===== src/rtl/varint_byte_stream_codec_macros.svh =====
// Assertion macros shared by the varint byte stream codec.
`ifndef VARINT_BYTE_STREAM_CODEC_MACROS_SVH
`define VARINT_BYTE_STREAM_CODEC_MACROS_SVH

// Checks that the consequent holds in the same cycle as the antecedent.
`define VBSC_ASSERT_SAME(name, clk_s, rst_s, ante, cons, msg) \
  name: assert property (@(posedge clk_s) disable iff (rst_s) (ante) |-> (cons)) \
    else $error(msg);

// Checks that the consequent holds in the cycle after the antecedent.
`define VBSC_ASSERT_NEXT(name, clk_s, rst_s, ante, cons, msg) \
  name: assert property (@(posedge clk_s) disable iff (rst_s) (ante) |=> (cons)) \
    else $error(msg);

`endif


===== src/rtl/vbsc_pkg.sv =====
// Shared types, constants and the frame magic table of the varint byte stream codec.
`timescale 1ns / 1ps

package vbsc_pkg;

  localparam logic [3:0] MAGIC_LEN  = 4'd9;
  localparam logic [2:0] MAX_GROUPS = 3'd6;

  localparam logic DIR_ENCODE = 1'b0;
  localparam logic DIR_DECODE = 1'b1;

  typedef enum logic [2:0] {
    ST_OK        = 3'd0,
    ST_BAD_MAGIC = 3'd1,
    ST_OVERLONG  = 3'd2,
    ST_TOO_BIG   = 3'd3,
    ST_TRAILING  = 3'd4,
    ST_TRUNCATED = 3'd5
  } status_t;

  typedef enum logic [1:0] {
    PH_MAGIC   = 2'd0,
    PH_LENGTH  = 2'd1,
    PH_PAYLOAD = 2'd2,
    PH_DONE    = 2'd3
  } phase_t;

  typedef struct packed {
    logic [7:0]  data_byte;
    logic        has_byte;
    logic        last;
    logic [31:0] frame_length;
  } in_word_t;

  typedef struct packed {
    logic [7:0] out_byte;
    logic       byte_valid;
    logic       frame_end;
    logic [2:0] status;
  } out_word_t;

  // One classified input word: the pieces of output the back end must produce for it.
  typedef struct packed {
    logic        hdr;     // magic followed by the length varint
    logic [31:0] length;
    logic        enc;     // data as a varint
    logic        dec;     // data as a plain decoded byte
    logic [7:0]  data;
    logic        stat;    // status-only word
    status_t     status;
    logic        last;    // the final word produced carries frame_end
  } job_t;

  function automatic logic [7:0] magic_byte(input logic [3:0] idx);
    logic [7:0] b;
    unique case (idx)
      4'd0:    b = 8'h42;
      4'd1:    b = 8'h5A;
      4'd2:    b = 8'h56;
      4'd3:    b = 8'h42;
      4'd4:    b = 8'h59;
      4'd5:    b = 8'h54;
      4'd6:    b = 8'h45;
      4'd7:    b = 8'h31;
      4'd8:    b = 8'h0A;
      default: b = 8'h00;
    endcase
    return b;
  endfunction

endpackage


===== src/rtl/vbsc_queue.sv =====
// Small register queue of classified jobs between the front and back ends.
`timescale 1ns / 1ps

module vbsc_queue
  import vbsc_pkg::*;
#(
  parameter int DEPTH = 4
) (
  input  logic clk,
  input  logic rst,
  input  logic wr_en,
  input  job_t wr_data,
  output logic full,
  input  logic rd_en,
  output job_t rd_data,
  output logic empty
);

  localparam int PTR_W = (DEPTH > 1) ? $clog2(DEPTH) : 1;
  localparam int CNT_W = $clog2(DEPTH + 1);

  job_t             slots [DEPTH];
  logic [PTR_W-1:0] wr_ptr;
  logic [PTR_W-1:0] rd_ptr;
  logic [CNT_W-1:0] count;
  logic             do_wr;
  logic             do_rd;

  assign full    = (count == CNT_W'(DEPTH));
  assign empty   = (count == '0);
  assign do_wr   = wr_en && !full;
  assign do_rd   = rd_en && !empty;
  assign rd_data = slots[rd_ptr];

  always_ff @(posedge clk) begin
    if (do_wr) begin
      slots[wr_ptr] <= wr_data;
    end
  end

  always_ff @(posedge clk) begin
    if (rst) begin
      wr_ptr <= '0;
      rd_ptr <= '0;
      count  <= '0;
    end else begin
      if (do_wr) begin
        wr_ptr <= (wr_ptr == PTR_W'(DEPTH - 1)) ? '0 : wr_ptr + 1'b1;
      end
      if (do_rd) begin
        rd_ptr <= (rd_ptr == PTR_W'(DEPTH - 1)) ? '0 : rd_ptr + 1'b1;
      end
      if (do_wr && !do_rd) begin
        count <= count + 1'b1;
      end else if (do_rd && !do_wr) begin
        count <= count - 1'b1;
      end
    end
  end

endmodule


===== src/rtl/vbsc_front.sv =====
// Front end: accepts input words, tracks framing, runs the decoder and classifies each word.
`timescale 1ns / 1ps

module vbsc_front
  import vbsc_pkg::*;
#(
  parameter int LENGTH_BITS = 32
) (
  input  logic     clk,
  input  logic     rst,
  input  logic     push,
  input  in_word_t in_word,
  output logic     full,
  input  logic     direction,
  input  logic     job_full,
  output logic     job_push,
  output job_t     job
);

  logic                   in_frame;
  phase_t                 phase;
  logic [3:0]             magic_idx;
  logic [31:0]            acc;
  logic [2:0]             group_cnt;
  logic [LENGTH_BITS-1:0] remaining;
  status_t                err;

  logic                   in_frame_next;
  phase_t                 phase_next;
  logic [3:0]             magic_idx_next;
  logic [31:0]            acc_next;
  logic [2:0]             group_cnt_next;
  logic [LENGTH_BITS-1:0] remaining_next;
  status_t                err_next;

  logic                   accept;
  logic                   dec_emit;
  logic [7:0]             dec_value;
  logic [31:0]            acc_or;
  logic [31:0]            acc_new;
  logic                   enc_dir;
  status_t                end_status;

  assign full    = job_full;
  assign accept  = push && !job_full;
  assign enc_dir = (direction == DIR_ENCODE);

  always_comb begin : decode_next
    in_frame_next  = in_frame;
    phase_next     = phase;
    magic_idx_next = magic_idx;
    acc_next       = acc;
    group_cnt_next = group_cnt;
    remaining_next = remaining;
    err_next       = err;
    dec_emit       = 1'b0;
    dec_value      = 8'd0;
    acc_or         = 32'd0;
    acc_new        = 32'd0;
    if (accept) begin
      in_frame_next = !in_word.last;
      if (!in_frame) begin
        phase_next     = PH_MAGIC;
        magic_idx_next = 4'd0;
        acc_next       = 32'd0;
        group_cnt_next = 3'd0;
        remaining_next = '0;
        err_next       = ST_OK;
      end
      if (!enc_dir && in_word.has_byte && err_next == ST_OK) begin
        unique case (phase_next)
          PH_MAGIC: begin
            if (magic_idx_next >= MAGIC_LEN ||
                in_word.data_byte != magic_byte(magic_idx_next)) begin
              err_next = ST_BAD_MAGIC;
            end else begin
              magic_idx_next = magic_idx_next + 4'd1;
              if (magic_idx_next == MAGIC_LEN) begin
                phase_next = PH_LENGTH;
              end
            end
          end
          PH_DONE: begin
            err_next = ST_TRAILING;
          end
          PH_LENGTH, PH_PAYLOAD: begin
            // Groups past the fifth would land above bit 31 and are dropped.
            if (group_cnt_next <= 3'd4) begin
              acc_or = {25'd0, in_word.data_byte[6:0]} << (6'(group_cnt_next) * 6'd7);
            end
            acc_new = acc_next | acc_or;
            if (in_word.data_byte[7]) begin
              acc_next       = acc_new;
              group_cnt_next = group_cnt_next + 3'd1;
              if (group_cnt_next >= MAX_GROUPS) begin
                err_next = ST_OVERLONG;
              end
            end else begin
              acc_next       = 32'd0;
              group_cnt_next = 3'd0;
              if (phase_next == PH_LENGTH) begin
                remaining_next = acc_new[LENGTH_BITS-1:0];
                phase_next     = (remaining_next == '0) ? PH_DONE : PH_PAYLOAD;
              end else if (acc_new[31:8] != 24'd0) begin
                err_next = ST_TOO_BIG;
              end else begin
                dec_emit       = 1'b1;
                dec_value      = acc_new[7:0];
                remaining_next = remaining_next - 1'b1;
                if (remaining_next == '0) begin
                  phase_next = PH_DONE;
                end
              end
            end
          end
        endcase
      end
    end
  end

  always_comb begin : job_build
    end_status = err_next;
    if (err_next == ST_OK) begin
      if (phase_next == PH_MAGIC) begin
        end_status = ST_BAD_MAGIC;
      end else if (phase_next != PH_DONE || group_cnt_next != 3'd0) begin
        end_status = ST_TRUNCATED;
      end
    end
    job.hdr    = enc_dir && !in_frame;
    job.length = 32'(in_word.frame_length[LENGTH_BITS-1:0]);
    job.enc    = enc_dir && in_word.has_byte;
    job.dec    = !enc_dir && dec_emit;
    job.data   = enc_dir ? in_word.data_byte : dec_value;
    job.stat   = in_word.last && (enc_dir ? (in_frame && !in_word.has_byte) : 1'b1);
    job.status = enc_dir ? ST_OK : end_status;
    job.last   = in_word.last;
    job_push   = accept && (job.hdr || job.enc || job.dec || job.stat);
  end

  always_ff @(posedge clk) begin
    if (rst) begin
      in_frame  <= 1'b0;
      phase     <= PH_MAGIC;
      magic_idx <= 4'd0;
      acc       <= 32'd0;
      group_cnt <= 3'd0;
      remaining <= '0;
      err       <= ST_OK;
    end else begin
      in_frame  <= in_frame_next;
      phase     <= phase_next;
      magic_idx <= magic_idx_next;
      acc       <= acc_next;
      group_cnt <= group_cnt_next;
      remaining <= remaining_next;
      err       <= err_next;
    end
  end

endmodule


===== src/rtl/vbsc_back.sv =====
// Back end: queued jobs become result words in an output register, one a cycle if no stall.
`timescale 1ns / 1ps

module vbsc_back
  import vbsc_pkg::*;
(
  input  logic      clk,
  input  logic      rst,
  input  logic      job_valid,
  input  job_t      job,
  output logic      job_pop,
  output logic      empty,
  input  logic      pop,
  output out_word_t out_word
);

  typedef enum logic [2:0] {
    SEG_MAGIC = 3'd0,
    SEG_LEN   = 3'd1,
    SEG_ENC   = 3'd2,
    SEG_DEC   = 3'd3,
    SEG_STAT  = 3'd4,
    SEG_NONE  = 3'd5
  } seg_t;

  logic        started;
  seg_t        seg;
  logic [3:0]  magic_idx;
  logic [31:0] value;
  logic        out_valid;

  logic        started_next;
  seg_t        seg_next;
  logic [3:0]  magic_idx_next;
  logic [31:0] value_next;

  seg_t        cur_seg;
  seg_t        after_seg;
  logic [3:0]  cur_midx;
  logic [31:0] cur_val;
  logic        step;
  logic        seg_done;
  logic        job_done;
  out_word_t   emit;

  function automatic seg_t first_seg(input job_t j);
    seg_t s;
    priority if (j.hdr) s = SEG_MAGIC;
    else if (j.enc)     s = SEG_ENC;
    else if (j.dec)     s = SEG_DEC;
    else if (j.stat)    s = SEG_STAT;
    else                s = SEG_NONE;
    return s;
  endfunction

  function automatic seg_t seg_after(input job_t j, input seg_t s);
    seg_t n;
    logic enc_ok;
    logic dec_ok;
    logic stat_ok;
    enc_ok  = (s == SEG_MAGIC || s == SEG_LEN) && j.enc;
    dec_ok  = (s == SEG_MAGIC || s == SEG_LEN || s == SEG_ENC) && j.dec;
    stat_ok = (s != SEG_STAT && s != SEG_NONE) && j.stat;
    priority if (s == SEG_MAGIC) n = SEG_LEN;
    else if (enc_ok)            n = SEG_ENC;
    else if (dec_ok)            n = SEG_DEC;
    else if (stat_ok)           n = SEG_STAT;
    else                        n = SEG_NONE;
    return n;
  endfunction

  assign cur_seg   = started ? seg : first_seg(job);
  assign cur_midx  = started ? magic_idx : 4'd0;
  assign cur_val   = started ? value : {24'd0, job.data};
  assign after_seg = seg_after(job, cur_seg);
  assign step      = job_valid && (!out_valid || pop);
  assign empty     = !out_valid;

  always_comb begin : seg_output
    emit.out_byte   = 8'd0;
    emit.byte_valid = 1'b1;
    emit.status     = ST_OK;
    seg_done        = 1'b1;
    unique case (cur_seg)
      SEG_MAGIC: begin
        emit.out_byte = magic_byte(cur_midx);
        seg_done      = (cur_midx == MAGIC_LEN - 4'd1);
      end
      SEG_LEN, SEG_ENC: begin
        seg_done      = (cur_val[31:7] == 25'd0);
        emit.out_byte = {!seg_done, cur_val[6:0]};
      end
      SEG_DEC: begin
        emit.out_byte = job.data;
      end
      SEG_STAT: begin
        emit.byte_valid = 1'b0;
        emit.status     = job.status;
      end
      default: begin
        emit.byte_valid = 1'b0;
      end
    endcase
    job_done       = seg_done && (after_seg == SEG_NONE);
    emit.frame_end = job.last && job_done;
    job_pop        = step && job_done;
  end

  always_comb begin : seg_next_state
    started_next   = started;
    seg_next       = seg;
    magic_idx_next = magic_idx;
    value_next     = value;
    if (step) begin
      if (job_done) begin
        started_next = 1'b0;
      end else if (seg_done) begin
        started_next   = 1'b1;
        seg_next       = after_seg;
        magic_idx_next = 4'd0;
        value_next     = (after_seg == SEG_LEN) ? job.length : {24'd0, job.data};
      end else begin
        started_next   = 1'b1;
        seg_next       = cur_seg;
        magic_idx_next = cur_midx + 4'd1;
        value_next     = {7'd0, cur_val[31:7]};
      end
    end
  end

  always_ff @(posedge clk) begin
    if (rst) begin
      started   <= 1'b0;
      seg       <= SEG_NONE;
      magic_idx <= 4'd0;
      out_valid <= 1'b0;
    end else begin
      started   <= started_next;
      seg       <= seg_next;
      magic_idx <= magic_idx_next;
      if (step) begin
        out_valid <= 1'b1;
      end else if (pop) begin
        out_valid <= 1'b0;
      end
    end
  end

  always_ff @(posedge clk) begin
    value <= value_next;
    if (step) begin
      out_word <= emit;
    end
  end

endmodule


===== src/rtl/varint_byte_stream_codec.sv =====
// Top level of the varint byte stream codec: front end, job queue, back end and register port.
//
//   Channel   Handshake              Payload        Direction
//   input     push / full            in_word_t      into the block
//   result    pop / empty            out_word_t     out of the block
//   config    psel/penable/pwrite    pwdata/prdata  APB, one register (direction)
//
// The back end puts out one result word per cycle while a job waits and the result register
// is empty or popped; a frame header is 9 magic bytes plus a 1 to 5 byte length varint, an
// encoded payload byte 1 or 2 bytes, and a decode word 0 or 1 word (two when a payload byte
// and the status word fall together). The front end takes one input word per cycle while the
// job queue has room; the single byte-wide result register is what sets the sustained rate.
// Reset is synchronous and active high; it closes any open frame and empties both sides.
// A stall on the result side fills the job queue and only then raises full.
`timescale 1ns / 1ps

`include "varint_byte_stream_codec_macros.svh"

module varint_byte_stream_codec
  import vbsc_pkg::*;
#(
  parameter int LENGTH_BITS = 32,
  parameter int QUEUE_DEPTH = 4
) (
  input  logic        clk,
  input  logic        rst,
  // Input word channel.
  input  logic        push,
  output logic        full,
  input  in_word_t    in_word,
  // Result word channel.
  output logic        empty,
  input  logic        pop,
  output out_word_t   out_word,
  // Register port.
  input  logic        psel,
  input  logic        penable,
  input  logic        pwrite,
  input  logic [2:0]  paddr,
  input  logic [31:0] pwdata,
  output logic [31:0] prdata,
  output logic        pready
);

  localparam logic REG_DIRECTION = 1'b0;

  logic direction;
  logic reg_index;
  logic reg_write;

  job_t front_job;
  job_t head_job;
  logic job_push;
  logic job_full;
  logic job_empty;
  logic job_pop;

  // Register i sits at byte address 4*i; the low two address bits pick a byte lane and
  // are not decoded.
  assign reg_index = 1'(paddr >> 2);
  assign pready    = 1'b1;
  assign reg_write = psel && penable && pwrite && pready;
  assign prdata    = (reg_index == REG_DIRECTION) ? {31'd0, direction} : 32'd0;

  // Direction applies to the next accepted word; only change it when idle (not enforced).
  always_ff @(posedge clk) begin
    if (rst) begin
      direction <= DIR_ENCODE;
    end else if (reg_write && reg_index == REG_DIRECTION) begin
      direction <= pwdata[0];
    end
  end

  // The front end owns all framing and decoder state, so it never waits on the back end
  // except through the queue's full flag.
  vbsc_front #(
    .LENGTH_BITS (LENGTH_BITS)
  ) u_front (
    .clk       (clk),
    .rst       (rst),
    .push      (push),
    .in_word   (in_word),
    .full      (full),
    .direction (direction),
    .job_full  (job_full),
    .job_push  (job_push),
    .job       (front_job)
  );

  vbsc_queue #(
    .DEPTH (QUEUE_DEPTH)
  ) u_queue (
    .clk     (clk),
    .rst     (rst),
    .wr_en   (job_push),
    .wr_data (front_job),
    .full    (job_full),
    .rd_en   (job_pop),
    .rd_data (head_job),
    .empty   (job_empty)
  );

  // The back end walks the head job segment by segment and retires it with its final word.
  vbsc_back u_back (
    .clk       (clk),
    .rst       (rst),
    .job_valid (!job_empty),
    .job       (head_job),
    .job_pop   (job_pop),
    .empty     (empty),
    .pop       (pop),
    .out_word  (out_word)
  );

  // A job is never offered to a full queue.
  `VBSC_ASSERT_SAME(a_no_push_when_full, clk, rst, job_push, !job_full, "job pushed into full queue")

  // A pushed job is waiting for the back end in the following cycle.
  `VBSC_ASSERT_NEXT(a_push_fills_queue, clk, rst, job_push, !job_empty, "pushed job went missing")

  // A fault is only ever reported on the status word that closes a frame.
  `VBSC_ASSERT_SAME(a_status_on_end_word, clk, rst, !empty && out_word.status != ST_OK, !out_word.byte_valid && out_word.frame_end, "fault reported on a data word")

  // A status-only word carries a zero byte.
  `VBSC_ASSERT_SAME(a_idle_byte_zero, clk, rst, !empty && !out_word.byte_valid, out_word.out_byte == 8'd0, "status word carries data")

endmodule

===== config.mk =====
export PLATFORM = sky130hd
export DESIGN_NAME = varint_byte_stream_codec
export DESIGN_NICKNAME = d
export VERILOG_FILES = /design/src/rtl/vbsc_pkg.sv /design/src/rtl/vbsc_queue.sv /design/src/rtl/vbsc_front.sv /design/src/rtl/vbsc_back.sv /design/src/rtl/varint_byte_stream_codec.sv
export VERILOG_INCLUDE_DIRS = /design/src /design/src/rtl
export SDC_FILE = /design/constraint.sdc
export NUM_CORES = 1
export LEC_CHECK = 0
export CAP_MARGIN = 0
export CORE_ASPECT_RATIO = 0.9
export CORE_MARGIN = 1
export CORE_UTILIZATION = 42
export DETAILED_ROUTE_END_ITERATION = 8
export DONT_BUFFER_PORTS = 1
export RECOVER_POWER = 50
export SYNTH_ARGS = -nofsm -noshare
export SYNTH_HDL_FRONTEND = slang
export SYNTH_SLANG_ARGS = --single-unit

===== constraint.sdc =====
create_clock -name clk -period 8 [get_ports clk]
set_clock_uncertainty 0.1 [all_clocks]
set_input_delay 1.2 -clock clk [delete_from_list [all_inputs] [get_ports clk]]
set_output_delay 1.2 -clock clk [all_outputs]
set_load 0.02 [all_outputs]

==> impl_metrics.py, run 1 <==
metrics = {
    "final_layout": {
        "diodes": 0,
        "nNetsFinal": 1495,
        "post_route_cells_drive_above_1_share_pct": 10.2,
        "multi_input_area_um2": 6710,
        "mostFrequentLayoutCells": "237 x edfxtp_1, 125 x nor2_1, 117 x nand2_1",
        "syn_to_final_growth_pct": 8.76,
        "regArea_um2": 9040,
        "final_util_pct": 46.5,
        "final_common_cell": "edfxtp_1",
        "num-fill-cells": 3502,
        "fin_cells": 1931,
    },
    "cts": {
        "path_clk_slew_ns": 0.06,
        "cts_root_buf": "clkbuf_16",
        "cts_resized": 0,
        "cts_sinks": 333,
        "cts_hold_buf": 0,
        "cts_buffer_depth": 3,
        "numCtsBuffers": 37,
        "clkLatencyLatePin_ns": 0.54,
        "cts_tree": "done",
        "cts_setup_buffers": 0,
        "htree_num_levels": 2,
    },
    "power_and_ir_drop": {
        "total_power_w": 0.00515,
        "p_clk_share_pct": 32.1,
        "pwr-share-seq_pct": 46.4,
        "power.switching_w": 0.00157,
        "p_comb_share_pct": 21.5,
        "swShare_pct": 30.6,
        "p_leak_nw": 6.22,
        "ir_drop_mv": 0.172,
        "internal_power_w": 0.00357,
        "p_per_area_nw_per_um2": 289,
    },
    "yosys": {
        "async_flop_share_pct": 0,
        "synth.largest_area_cell": "edfxtp_1",
        "yosysWarnings": 0,
        "syn_avg_cell_area_um2": 11.6,
        "synth-edff-count": 237,
        "yosys.area.top_type_share_pct": 43.4,
        "ys_ff_latch": 333,
        "synth.yosys.seq_area_share_pct": 55.1,
        "synthFlopType": "edfxtp_1",
        "syn_inst": 1418,
        "synth_area_leaders": "edfxtp_1 43%, dfxtp_1 12%, mux4_2 6.6%",
        "syn_area_um2": 16400,
        "ys_types": 83,
    },
    "setup_path": {
        "arrival_ns": 6.43,
        "start_kind": "register",
        "path_max_fanout": 28,
        "r2r_cells": 14,
        "criticalPathCategory": "reg -> reg",
        "worstPathRequired_ns": 8.36,
        "r2r-end": "u_queue.count[2]",
        "worstSetupEndpointType": "register",
        "reg2reg_setup_slack_ns": 1.94,
    },
    "drt": {
        "ant_nets": 0,
        "via_per_inst": 5.90,
        "routed_wl_um": 40400,
        "wire_per_inst_um": 20.9,
        "firstDrtPassIters": 5,
        "dr.first_iter.drc_count": 1150,
        "num_vias": 11400,
        "post-route-drc-count": 0,
    },
    "grt": {
        "grt_max_degree": 96,
        "antenna_found_initial": 0,
        "grt_pass1_wl_um": 63500,
        "grt_pass1_vias": 10900,
        "track_usage_pct": 20.5,
        "overflow": 0,
    },
    "floorplanning": {
        "core_area_um2": 38400,
        "start_util_pct": 42.7,
        "rows": 68,
        "io_pins": 132,
        "die_h_um": 189,
        "die_w_um": 210,
        "dieArea_um2": 39800,
    },
    "min_path": {
        "whs_path_depth": 2,
        "hold_start": "u_back.out_valid",
        "hp-class": "reg -> reg",
        "hold-path-endpoint": "u_back.out_valid",
    },
    "placement": {
        "post-dp-hpwl_um": 26700,
        "portBuffers": 0,
        "globalplace.congestion": 0.893,
        "place_ws_ns": 2.58,
        "placed_cells": 1864,
    },
    "sta": {
        "fin_crit_sh_pct": 75.8,
        "worst_slew_pin_slew_ns": 1.96,
        "fin_crit_ns": 6.06,
        "fmax_mhz": 165,
        "maxSlewHeadroom_pct": -30.4,
        "timing.setup.tns_ns": 0,
        "setup-violations-final": 0,
        "layout_setup_ws_ns": 1.94,
        "finalHoldViolCount": 0,
        "slew_violations": 58,
        "grt_setup_unrepaired": "false",
    },
    "status": {
        "status": "complete, but fails checks",
        "violations": "max-capacitance violations, max-slew violations",
    },
    "flow_run": {
        "maxCapViolCount": 2,
    },
}
-- cell usage after synthesis (4+ instances only) --
cell type and instances:
o21a_1 4, edfxtp_1 237, nor2b_1 16, o31ai_1 15, o41ai_1 4, a21o_1 4
nor4_1 21, o22ai_1 9, a221o_1 6, nor3_1 30, mux2i_1 23, clkbuf_1 71
a22oi_1 49, nor4bb_1 7, mux2_2 6, and3_1 6, xor2_1 9, nand4_1 14
o2bb2ai_1 4, buf_1 13, a31oi_1 16, nor3b_1 7, and2_1 29, nor2_1 125
nand3_1 30, nor4_2 4, a21oi_1 71, or4_1 16, a211oi_1 8, ha_1 32
a22o_1 29, nand2b_1 4, nand2_1 117, buf_2 12, xnor2_1 9, mux4_2 48
o21ai_0 66, inv_1 28, or3_1 15, o211ai_1 4, dfxtp_1 96, a2bb2oi_1 4
buf_4 33, o31a_1 4
-- critical path, stage by stage, from the launching register on --
cell	delay (ns)
dfxtp_1	1.29
buf_4	0.67
mux4_2	0.63
or2_0	0.27
o31a_1	0.41
xnor2_4	0.20
o31ai_1	0.78
nor3b_4	0.17
nand2_1	0.20
ha_1	0.21
inv_1	0.06
fa_1	0.38
xor2_1	0.16
or3_1	0.30
a21oi_1	0.13
-- layout make-up --
cell class	count	area share [%]
Sequential cell	333	50.7
Multi-Input combinational cell	953	37.7
Clock inverter	17	1.00
Tap cell	525	3.68
Inverter	31	0.653
Timing Repair Buffer	22	0.758
Clock buffer	50	5.52
-- worst max path at each step --
stage / to / slack, ns
after floorplan: u_queue.slots[0][0] / 1.75
after global placement: u_queue.slots[2][41] / 2.62
after detailed placement: u_queue.slots[2][41] / 2.58
after CTS: u_queue.slots[2][4] / 2.85
after global routing: u_queue.count[2] / 1.29
final: u_queue.count[2] / 1.94
-- layer usage --
metal / global-route usage [%] / part of all wire [%] / vias up
li1: - / - / 5255
met1: 30.4 / 46 / 5593
met2: 30.6 / 44 / 479
met3: 3.86 / 7.7 / 71
met4: 5.87 / 2.2 / 0
met5: 0 / 0 / -
-- power groups by stage --
| stage | Sequential, W | Combinational (W) | Clock (W) |
|---|---|---|---|
| 3_3_place_gp | 0.00242 | 0.00111 | 0 |
| 3_5_place_dp | 0.00243 | 0.00113 | 0 |
| 6_report | 0.00239 | 0.00111 | 0.00165 |
| 4_1_cts | 0.00239 | 0.00113 | 0.00168 |
| 2_1_floorplan | 0.00234 | 0.000892 | 0 |
| 5_1_grt | 0.00241 | 0.00123 | 0.00175 |
-- per-stage QoR --
stage,cell area [um2],hold WS (ns)
after floorplan,16500,0.340
after global placement,16700,0.357
after detailed placement,16700,0.361
after CTS,17900,0.370
after global routing,17800,0.381
final,17800,0.376
-- cell families after synthesis --
family | count (synthesis) | share of synthesized area (%)
XOR/XNOR | 19 | 1.13
buffers and inverters | 162 | 4.65
AO/OA/AOI/OAI | 329 | 13.7
adder cells (fa/ha/maj) | 33 | 2.56
flip-flops | 333 | 55.1
other | 2 | 0.0458
AND/OR/NAND/NOR | 463 | 14.4
multiplexers | 77 | 8.41
-- sequential cells by signal, indices dropped and copies added, names as in the netlist, named ones only --
signal	flops
direction	1
u_back.magic_idx	4
u_back.out_valid	1
u_back.out_word	13
u_back.seg	3
u_back.started	1
u_back.value	32
u_front.acc	32
u_front.err	3
u_front.group_cnt	3
u_front.in_frame	1
u_front.magic_idx	4
u_front.phase	2
u_front.remaining	32
u_queue.count	3
u_queue.rd_ptr	2
u_queue.slots	192
u_queue.wr_ptr	2
Note: power is estimated with default switching activity, not from simulation.
==> run 2, diff against run 1 <==
--- a/config.mk
+++ b/config.mk
@@ -6,6 +6,7 @@
 export SDC_FILE = /design/constraint.sdc
 export NUM_CORES = 1
 export LEC_CHECK = 0
+export ABC_AREA = 1
 export CAP_MARGIN = 0
 export CORE_ASPECT_RATIO = 0.9
 export CORE_MARGIN = 1
==> constraint.sdc (replaced) <==
create_clock -name clk -period 6.3 [get_ports clk]
set_clock_uncertainty 0.1 [all_clocks]
set_input_delay 0.945 -clock clk [delete_from_list [all_inputs] [get_ports clk]]
set_output_delay 0.945 -clock clk [all_outputs]
set_load 0.02 [all_outputs]
==> impl_metrics.py, run 2 <==
metrics = {
    "status": {
        "status": "complete, but fails checks",
        "violations": "max-capacitance violations, max-slew violations",
    },
    "yosys": {
        "async_flop_share_pct": 0,
        "synth_top_family_by_area": "simple AND/OR/NAND/NOR gates",
        "synth-simple-area-share_pct": 19.7,
        "ys_ff_latch": 333,
        "synth_compound_area_share_pct": 17.0,
        "synthMuxAreaShare_pct": 0.174,
        "synthFlopType": "edfxtp_1",
        "yosys.area.top_type_share_pct": 41.3,
        "synth.largest_area_cell": "edfxtp_1",
        "synth_xor_area_share_pct": 0.407,
        "synth_area_leaders": "edfxtp_1 41%, dfxtp_1 11%, nand2_1 10%",
        "synthTopCellsByCount": "466 x nand2_1, 237 x edfxtp_1, 189 x nor2_1",
        "synthAdderAreaFrac_pct": 2.44,
        "syn_inst": 1952,
        "synth.yosys.seq_area_share_pct": 52.5,
        "yosysMostFrequentCell": "nand2_1",
        "synth-edff-count": 237,
        "yosysWarnings": 0,
        "syn_area_um2": 17200,
        "syn_avg_cell_area_um2": 8.83,
        "ys_types": 68,
    },
    "power_and_ir_drop": {
        "ir_drop_mv": 0.375,
        "p_leak_nw": 7.60,
        "p_per_area_nw_per_um2": 411,
    },
    "final_layout": {
        "nNetsFinal": 2027,
        "largest_register_ffs": 192,
        "multi_input_area_um2": 7000,
        "diodes": 0,
        "post_route_cells_drive_above_1_share_pct": 7.73,
        "num-fill-cells": 3829,
        "top_register": "u_queue.slots",
        "final_common_cell": "nand2_1",
        "regArea_um2": 9050,
        "syn_to_final_growth_pct": 8.44,
        "mostFrequentLayoutCells": "468 x nand2_1, 237 x edfxtp_1, 184 x nor2_1",
        "final_area_um2": 18700,
    },
    "sta": {
        "slew_violations": 106,
        "fin_crit_ns": 5.34,
        "fin_crit_sh_pct": 84.7,
        "grt_setup_unrepaired": "false",
        "timing.setup.tns_ns": 0,
        "maxSlewHeadroom_pct": -88.7,
        "finalHoldViolCount": 0,
        "setup-violations-final": 0,
        "fmax_mhz": 187,
        "worst_slew_pin_slew_ns": 2.83,
    },
    "setup_path": {
        "worstSetupEndpointType": "register",
        "critPathLaunch": "u_front.in_frame",
        "path_max_fanout": 48,
        "worstPathRequired_ns": 6.62,
        "start_kind": "register",
        "criticalPathCategory": "reg -> reg",
        "r2r_start": "u_front.in_frame",
        "arrival_ns": 5.66,
    },
    "placement": {
        "detailed_place.area_um2": 17500,
        "portBuffers": 0,
        "globalplace.congestion": 0.913,
        "post-dp-hpwl_um": 30500,
    },
    "grt": {
        "overflow": 0,
        "grt_max_degree": 66,
        "track_usage_pct": 22.1,
        "grt_pass1_vias": 12600,
        "antenna_found_initial": 0,
        "grt_pass1_wl_um": 72500,
    },
    "drt": {
        "via_per_inst": 5.55,
        "routed_wl_um": 46500,
        "dr.first_iter.drc_count": 1343,
        "wire_per_inst_um": 18.7,
        "post-route-drc-count": 0,
        "ant_nets": 0,
        "num_vias": 13800,
        "firstDrtPassIters": 5,
    },
    "floorplanning": {
        "core_area_um2": 40600,
        "dieArea_um2": 41800,
        "die_h_um": 194,
        "die_w_um": 216,
        "io_pins": 132,
        "start_util_pct": 42.5,
        "rows": 70,
    },
    "cts": {
        "clkLatencyLatePin_ns": 0.56,
        "cts_resized": 0,
        "path_clk_slew_ns": 0.06,
        "cts_buffer_depth": 3,
        "cts_sinks": 333,
        "cts_root_buf": "clkbuf_16",
        "numCtsBuffers": 38,
        "htree_num_levels": 2,
        "cts_setup_buffers": 0,
        "cts_hold_buf": 0,
        "cts_tree": "done",
    },
    "min_path": {
        "hold_start": "u_front.acc[1]",
        "hp-class": "reg -> reg",
    },
    "flow_run": {
        "maxCapViolCount": 2,
    },
}
-- run 2: cell types whose count changed after synthesis, moves of 28 or more --
cell / previous run / this run
a21oi_1: 71 / 115
a22o_1: 29 / 0
a22oi_1: 49 / 0
and2_1: 29 / 1
inv_1: 28 / 139
mux4_2: 48 / 0
nand2_1: 117 / 466
nand3_1: 30 / 71
nor2_1: 125 / 189
o211ai_1: 4 / 52
o21ai_0: 66 / 174
o22ai_1: 9 / 47
-- run 2: worst paths after layout --
check	depth (start not counted)	slack, ns	end
max	22	0.96	u_queue.count[2]
min	2	0.36	u_front.acc[1]
max reg2reg	22	0.96	u_queue.count[2]
min reg2reg	2	0.36	u_front.acc[1]
-- run 2: routing by layer --
| metal | track usage, % | vias up | part of all wire (%) |
|---|---|---|---|
| met3 | 4.50 | 67 | 7.1 |
| met4 | 6.49 | 0 | 2.3 |
| met1 | 33.6 | 6616 | 49 |
| met2 | 31.5 | 477 | 41 |
| met5 | 0 | - | 0 |
| li1 | - | 6604 | - |
-- run 2: layout make-up --
cell class | instances | area share (%)
Sequential cell | 333 | 48.4
Clock buffer | 51 | 5.62
Tap cell | 540 | 3.62
Clock inverter | 19 | 1.01
Multi-Input combinational cell | 1361 | 37.4
Inverter | 157 | 3.19
Timing Repair Buffer | 19 | 0.703
-- run 2: logic make-up (layout without fill, tap and decap cells) --
logic type	count (synthesis)	in the layout
AND/OR/NAND/NOR	802	802
AO/OA/AOI/OAI	483	483
flip-flops	333	333
buffers and inverters	288	246
adder cells (fa/ha/maj)	33	33
XOR/XNOR	8	8
multiplexers	3	3
other	2	32
-- run 2: critical path: stages, from the launching register on --
cell	delay, ns
dfxtp_4	0.73
nand2_1	0.55
ha_1	0.36
inv_1	0.05
nor2_1	0.06
a31oi_1	0.33
nand2_1	0.08
nor2_1	0.15
nand2_1	0.08
nor2_2	0.22
nand2_2	0.38
nor3_4	0.39
inv_2	0.14
nand2_1	0.10
nand2_2	0.20
inv_1	0.18
ha_1	0.16
inv_1	0.06
fa_1	0.38
a21oi_1	0.14
o21ai_0	0.11
o21ai_0	0.15
a21oi_1	0.06
-- run 2: through the flow --
| step | hold WS, ns | total power, W | worst slack [ns] | cells | util (%) |
|---|---|---|---|---|---|
| floorplan | 0.344 | 0.00486 | 0.963 | 1982 | - |
| global placement | 0.349 | 0.00544 | 1.55 | 2410 | 43.1 |
| detailed placement | 0.353 | 0.00548 | 1.49 | 2410 | 43.1 |
| CTS | 0.348 | 0.00770 | 1.47 | 2480 | 46.2 |
| global route | 0.361 | 0.00809 | 0.585 | 2480 | 46.1 |
| finish | 0.363 | 0.00768 | 0.962 | 2480 | 46.1 |
-- run 2: power breakdown --
group / total, W / internal, W / leakage [nW] / switching, W
Sequential: 0.00310 / 0.00286 / 3.00 / 0.000243
Clock: 0.00221 / 0.00130 / 0.601 / 0.000905
Combinational: 0.00237 / 0.000642 / 4.00 / 0.00172
